**config.mk**
```make
export PLATFORM = sky130hd
export DESIGN_NAME = pr_div
export DESIGN_NICKNAME = d
export VERILOG_FILES = /design/src/hdl/pr_pkg.sv /design/src/hdl/pr_div.sv
export SDC_FILE = /design/constraint.sdc
export NUM_CORES = 1
export LEC_CHECK = 0
export BUFFER_PORTS_ARGS = -buffer_cell sky130_fd_sc_hd__buf_4
export CAP_MARGIN = 25
export CORE_MARGIN = 5
export CORE_UTILIZATION = 44
export DETAILED_ROUTE_END_ITERATION = 10
export PLACE_DENSITY_LB_ADDON = 0.25
export SYNTH_ARGS = -nofsm -noshare
export SYNTH_HDL_FRONTEND = slang
export SYNTH_SLANG_ARGS = --single-unit
```
**constraint.sdc**
```tcl
create_clock -name clk -period 5.8 [get_ports clk]
set_input_delay 1.16 -clock clk [delete_from_list [all_inputs] [get_ports clk]]
set_output_delay 1.16 -clock clk [all_outputs]
set_load 0.01 [all_outputs]
```
**src/hdl/pr_pkg.sv**
```systemverilog
// Package with the shared types and constants of the PageRank edge engine.
`default_nettype none
package pr_pkg;
	localparam int MAX_NODES = 1024;
	localparam int NODE_W = 10;
	localparam int RANK_W = 32;
	localparam int FRAC_W = 16;
	localparam int DAMP_W = 16;
	localparam int ACT_W = 11;
	localparam int DEG_W = 16;
	localparam int CMD_W = 2;
	localparam int CFG_IDX_W = 1;
	localparam int CFG_DATA_W = 16;

	localparam logic [DAMP_W-1:0] DAMPING_RESET = 16'd55706;
	localparam logic [ACT_W-1:0] ACTIVE_RESET = 11'd1024;
	localparam logic [RANK_W-1:0] RANK_ONE = 32'd65536;
	localparam logic [RANK_W-1:0] NEW_RANK_RESET = 32'(65536 - 55706);
	localparam logic [RANK_W-1:0] RANK_MAX = 32'hFFFF_FFFF;

	localparam logic [CMD_W-1:0] CMD_EDGE = 2'd0;
	localparam logic [CMD_W-1:0] CMD_END = 2'd1;
	localparam logic [CMD_W-1:0] CMD_READ = 2'd2;
	localparam logic [CMD_W-1:0] CMD_SPARE = 2'd3;

	localparam logic [CFG_IDX_W-1:0] REG_DAMPING = 1'b0;
	localparam logic [CFG_IDX_W-1:0] REG_ACTIVE = 1'b1;

	typedef struct packed {
		logic [CMD_W-1:0] command;
		logic [NODE_W-1:0] source_node;
		logic [NODE_W-1:0] target_node;
		logic [DEG_W-1:0] source_out_degree;
	} in_t;

	typedef struct packed {
		logic [NODE_W-1:0] node_index;
		logic [RANK_W-1:0] rank_value;
		logic pass_done;
	} out_t;

	typedef enum logic [3:0] {
		S_CLEAR,
		S_IDLE,
		S_LOAD,
		S_MUL,
		S_DIV,
		S_WB,
		S_WALK,
		S_RESP
	} state_t;
endpackage
`default_nettype wire

```
**src/hdl/pr_div.sv**
```systemverilog
// Radix-2 restoring divider producing one quotient bit per cycle.
`default_nettype none
module pr_div (
	input wire logic clk,
	input wire logic arst_n,
	input wire logic start,
	input wire logic [pr_pkg::RANK_W-1:0] dividend,
	input wire logic [pr_pkg::DEG_W-1:0] divisor,
	output logic done,
	output logic [pr_pkg::RANK_W-1:0] quotient
);
	import pr_pkg::*;

	localparam int CNT_W = $clog2(RANK_W);

	logic busy_q;
	logic [CNT_W-1:0] cnt_q;
	logic [RANK_W-1:0] quot_q;
	logic [DEG_W-1:0] rem_q;
	logic [DEG_W-1:0] den_q;
	logic [DEG_W:0] shifted;
	logic ge;

	assign shifted = {rem_q, quot_q[RANK_W-1]};
	assign ge = shifted >= {1'b0, den_q};
	assign quotient = quot_q;

	always_ff @(posedge clk or negedge arst_n) begin
		if (!arst_n) begin
			busy_q <= 1'b0;
			cnt_q <= '0;
			done <= 1'b0;
		end else begin
			done <= 1'b0;
			if (start) begin
				busy_q <= 1'b1;
				cnt_q <= '0;
			end else if (busy_q) begin
				cnt_q <= cnt_q + 1'b1;
				if (cnt_q == CNT_W'(RANK_W - 1)) begin
					busy_q <= 1'b0;
					done <= 1'b1;
				end
			end
		end
	end

	always_ff @(posedge clk) begin
		if (start) begin
			quot_q <= dividend;
			rem_q <= '0;
			den_q <= divisor;
		end else if (busy_q) begin
			rem_q <= ge ? DEG_W'(shifted - {1'b0, den_q}) : shifted[DEG_W-1:0];
			quot_q <= {quot_q[RANK_W-2:0], ge};
		end
	end
endmodule
`default_nettype wire
```
# Word-level counts from Yosys, hierarchy flattened
# Index checks and enable logic that the tools add are counted.
[totals]
reg_bits = 71
in_bits = 51
output_inout_bits = 33
[classes]
addsub = 2
magnitude_cmp = 1
n_eq_ne = 1
mux = 11
n_reduce_logical = 1
[ops]
columns = ["op", "n"]
rows = [
  ["two-way mux 32 bit", 2],
  [">= comparator 17 x 16 -> 1 bit", 1],
  ["two-way mux 16 bit", 1],
  ["subtractor 16 bit", 1],
  ["two-way mux 5 bit", 2],
  ["two-way mux 1 bit", 6],
  ["adder 5 x 1 -> 5 bit (second input constant)", 1],
  ["equality test 5 bit (second input constant)", 1],
  ["nonzero test 2 bit", 1],
]

# Depth between registers and ports, before layout
[logic_depth]
ltp_word = 4
ltp_mapped = 10

# Least setup slack after synthesis
# No wires, ideal clock.
[synth_path]
kind = "input-to-reg"
start = "input start"
end = "register quot_q[0], in the netlist quotient[0], enable pin"
setup_time_ps = 375
t_arrival_ps = 2186
required_ps = 5425
path_slack_ps = 3239
cell_stages = 3
n_path_buf = 2
cell_sequence = "clkbuf_1 > clkbuf_1 > or2_2"
[synth_between]
elab_chain_len = 1
[synth_rtl]
columns = ["item", "line_no", "text"]
rows = [
  ["start: declaration", "pr_div.sv:6", "input wire logic start,"],
  ["nonzero test 2 bit (no line)", "n/a", ""],
  ["end signal: assignment", "pr_div.sv:50", "quot_q <= dividend;"],
  ["end signal: assignment", "pr_div.sv:55", "quot_q <= {quot_q[RANK_W-2:0], ge};"],
  ["end: declaration", "pr_div.sv:18", "logic [RANK_W-1:0] quot_q;"],
]
# Every way passes these cells.
# A chain may end at the register's enable or synchronous reset.

# Final worst setup path
[layout_path]
start = "register den_q[12]"
end = "register rem_q[13]"
[layout_between]
elab_chain_len = 2
[layout_rtl]
columns = ["item", "line_no", "text"]
rows = [
  ["start: declaration", "pr_div.sv:20", "logic [DEG_W-1:0] den_q;"],
  ["start signal: assignment", "pr_div.sv:52", "den_q <= divisor;"],
  ["subtractor 16 bit or >= comparator 17 x 16 -> 1 bit (tied branches)", "pr_div.sv:54, pr_div.sv:25", ""],
  ["two-way mux 16 bit *", "pr_div.sv:54", "rem_q <= ge ? DEG_W'(shifted - {1'b0, den_q}) : shifted[DEG_W-1:0];"],
  ["end signal: assignment", "pr_div.sv:54", ""],
  ["end: declaration", "pr_div.sv:19", "logic [DEG_W-1:0] rem_q;"],
]
# Mark *: on every way between the ends. The rest lies on a longest branch, timed or not.

==> reports/metrics.yaml <==
route:
  dr.pass1.iters: 4
  routedWlPerCell_um: 14.9
  route.detailed.drc: 0
  avgViaCountPerCell: 5.36
  drt-initial-drc-count: 114
  vias: 2913
  antenna_left: 0
  wirelength_um: 8100
status:
  status: "finished, final reports clean"
yosys:
  synth_ff_type: "edfxtp_1"
  syn_area_um2: 3900
  yosys_register_bits: 71
  synthSimpleGateAreaFrac: 0.123
  yosysSeqAreaShare: 0.497
  synth.top_cell.area_share: 0.370
  yosysTopAreaCell: "edfxtp_1"
  synth_area_leaders: "edfxtp_1 37%, mux2_2 9.5%, dfxtp_1 8.2%"
  synthAdderAreaFrac: 0.0629
  yosysWarnings: 0
  avgSynthCellArea_um2: 11.1
  synth.distinct_cells: 67
  synth_top_family_by_area: "compound AO/OA/AOI/OAI gates"
  synthXorXnorAreaFrac: 0.0202
  synth_nets: 421
  syn-instance-count: 351
  synthMuxAreaShare: 0.100
  synthArstFlopShare: 0.0986
  synth-edff-count: 48
  synth_compound_area_frac: 0.153
clocking:
  cts_root_buf: "clkbuf_8"
  clock_sinks: 71
  cts_setup_buffers: 0
  cts_inserted_buffers: 9
  cts_tree: "built"
  insertion_delay_ps: 350
  cts.path.max_buffers: 2
  clk_pin_slew_ps: 80
  postCtsResizedCells: 0
  cts-htree-levels: 3
  cts_hold_buf: 0
final_layout:
  final_cell_mix: "84 x buf_4, 48 x edfxtp_1, 33 x mux2_2"
  final_cell_area_um2: 4760
  num_antenna_cells: 0
  fin_nets: 500
  area_growth_pct: 22.1
  drive_gt1_frac: 0.336
  layout_commonest_cell: "buf_4"
power:
  p_per_area_nw_per_um2: 238
  peakVddDrop_mv: 0.132
  p_leak_nw: 1.99
critical_path:
  reg2reg_to: "rem_q[13]$_SDFFE_PP0P_"
  crit_path_end: "rem_q[13]$_SDFFE_PP0P_"
  crit_required_ps: 6050
  end_kind: "register"
  setup.worst_path.start: "den_q[12]$_DFFE_PP_"
  rr_startpoint: "den_q[12]$_DFFE_PP_"
  crit_type: "register to register"
  arrival_ps: 2850
  ff2ff_path_depth: 8
  cp_max_fo: 15
  regToRegSetupSlack_ps: 3200
  cp-start-kind: "register"
die:
  die_h_um: 104
  ioPinCount: 84
  die_w_um: 104
  core_um2: 8680
  row_count: 34
  start_util: 0.449
  die-area_um2: 10800
min_path:
  min_path_type: "register to register"
timing:
  fin_skew_ps: 11.5
  setup_viol: 0
  slew_headroom: 0.419
  finalHoldViolCount: 0
  fmax_mhz: 385
  slew_viol_final: 0
  finalCritPeriodShare: 0.448
  timing_worst_slew_pin_value_ps: 872
  min_period_ps: 2600
  rsz0062_at_grt: "no"
  finalSetupTns_ps: 0
placed_design:
  place.gp.congestion: 0.817
  placed_area_um2: 4590
  dp_hpwl_um: 5760
  portBuffers: 83
global_routing:
  antenna_found_initial: 0
  grt_pass1_wl_um: 13600
  overflow: 0
  grt_max_degree: 78
  grt_pass1_vias: 2924
  grt_use_total: 0.151
flow_run:
  cap_violations: 0
[critical path, stage by stage, from the launching register on]
cell and delay (ps):
edfxtp_1 330, inv_1 40, ha_1 440, and4_1 310, and2_1 180, o31ai_2 90
a21oi_2 580, o2111ai_1 250, a311oi_1 300
[state kept, by name (all words and copies together) (netlist names)]
signal,count
rem_q,16
quotient,32
den_q,16
cnt_q,5
busy_q,1
done,1
[stage by stage]
step            util  hold slack (ps)  std cells  setup WS, ps  power, mW
2_1_floorplan      -              468        351          3240      0.709
3_3_place_gp   0.528              479        527          2820      0.790
3_5_place_dp   0.528              495        527          2780      0.792
4_1_cts        0.548              506        543          3180       1.15
5_1_grt        0.548              521        543          2870       1.19
6_report       0.548              500        543          3200       1.13
[cells by family (layout without fill, tap and decap cells)]
logic type | after synthesis | in the layout
mux | 35 | 35
flops | 71 | 71
xor+xnor | 9 | 9
buf+inv | 40 | 124
compound gates | 80 | 80
fa+ha+maj | 19 | 19
simple gates | 97 | 97
[synth_stat cells (2+ instances only)]
cell,instances
a211oi_1,3
a211oi_2,2
a21o_1,3
a21oi_1,15
a311oi_1,9
a31oi_1,4
and2_1,3
and3_1,5
and4_1,2
buf_4,2
clkbuf_1,10
dfrtp_1,7
dfxtp_1,16
edfxtp_1,48
ha_1,18
inv_1,24
mux2_2,33
mux2i_1,2
nand2_1,25
nand2b_1,2
nand3_1,6
nand3b_1,2
nor2_1,31
nor2b_1,6
nor3_1,3
o2111ai_1,2
o211ai_1,2
o21a_1,4
o21ai_0,15
or3_1,2
or4b_1,2
xnor2_1,6
xor2_1,3
[worst min-delay path by stage]
stage	start	to	slack, ps	depth (start not counted)
after floorplan	rem_q[4]$_SDFFE_PP0P_	rem_q[5]$_SDFFE_PP0P_	470	2
after global placement	rem_q[4]$_SDFFE_PP0P_	rem_q[5]$_SDFFE_PP0P_	480	2
after detailed placement	rem_q[10]$_SDFFE_PP0P_	rem_q[10]$_SDFFE_PP0P_	490	2
after CTS	rem_q[10]$_SDFFE_PP0P_	rem_q[10]$_SDFFE_PP0P_	510	2
after global routing	rem_q[10]$_SDFFE_PP0P_	rem_q[10]$_SDFFE_PP0P_	520	2
final	rem_q[2]$_SDFFE_PP0P_	rem_q[3]$_SDFFE_PP0P_	500	2
[layout make-up]
| cell class | count | area, um^2 |
|---|---|---|
| Clock inverter | 7 | 48.8 |
| Tap cell | 108 | 135 |
| Clock buffer | 9 | 124 |
| Sequential cell | 71 | 1940 |
| Fill cell | 774 | 3920 |
| Multi-Input combinational cell | 240 | 1790 |
| Timing Repair Buffer | 84 | 631 |
| Inverter | 24 | 90.1 |
[power breakdown]
part | internal [mW] | switching [mW]
combinational | 0.0982 | 0.0825
clock | 0.156 | 0.195
sequential | 0.581 | 0.0188
[layer usage]
metal  routed length, um  global-route usage
met5                   0                   0
met4                 145              0.0472
met3                 700              0.0615
met2                3720               0.236
met1                3530               0.192
Note: power is estimated with default switching activity, not from simulation.
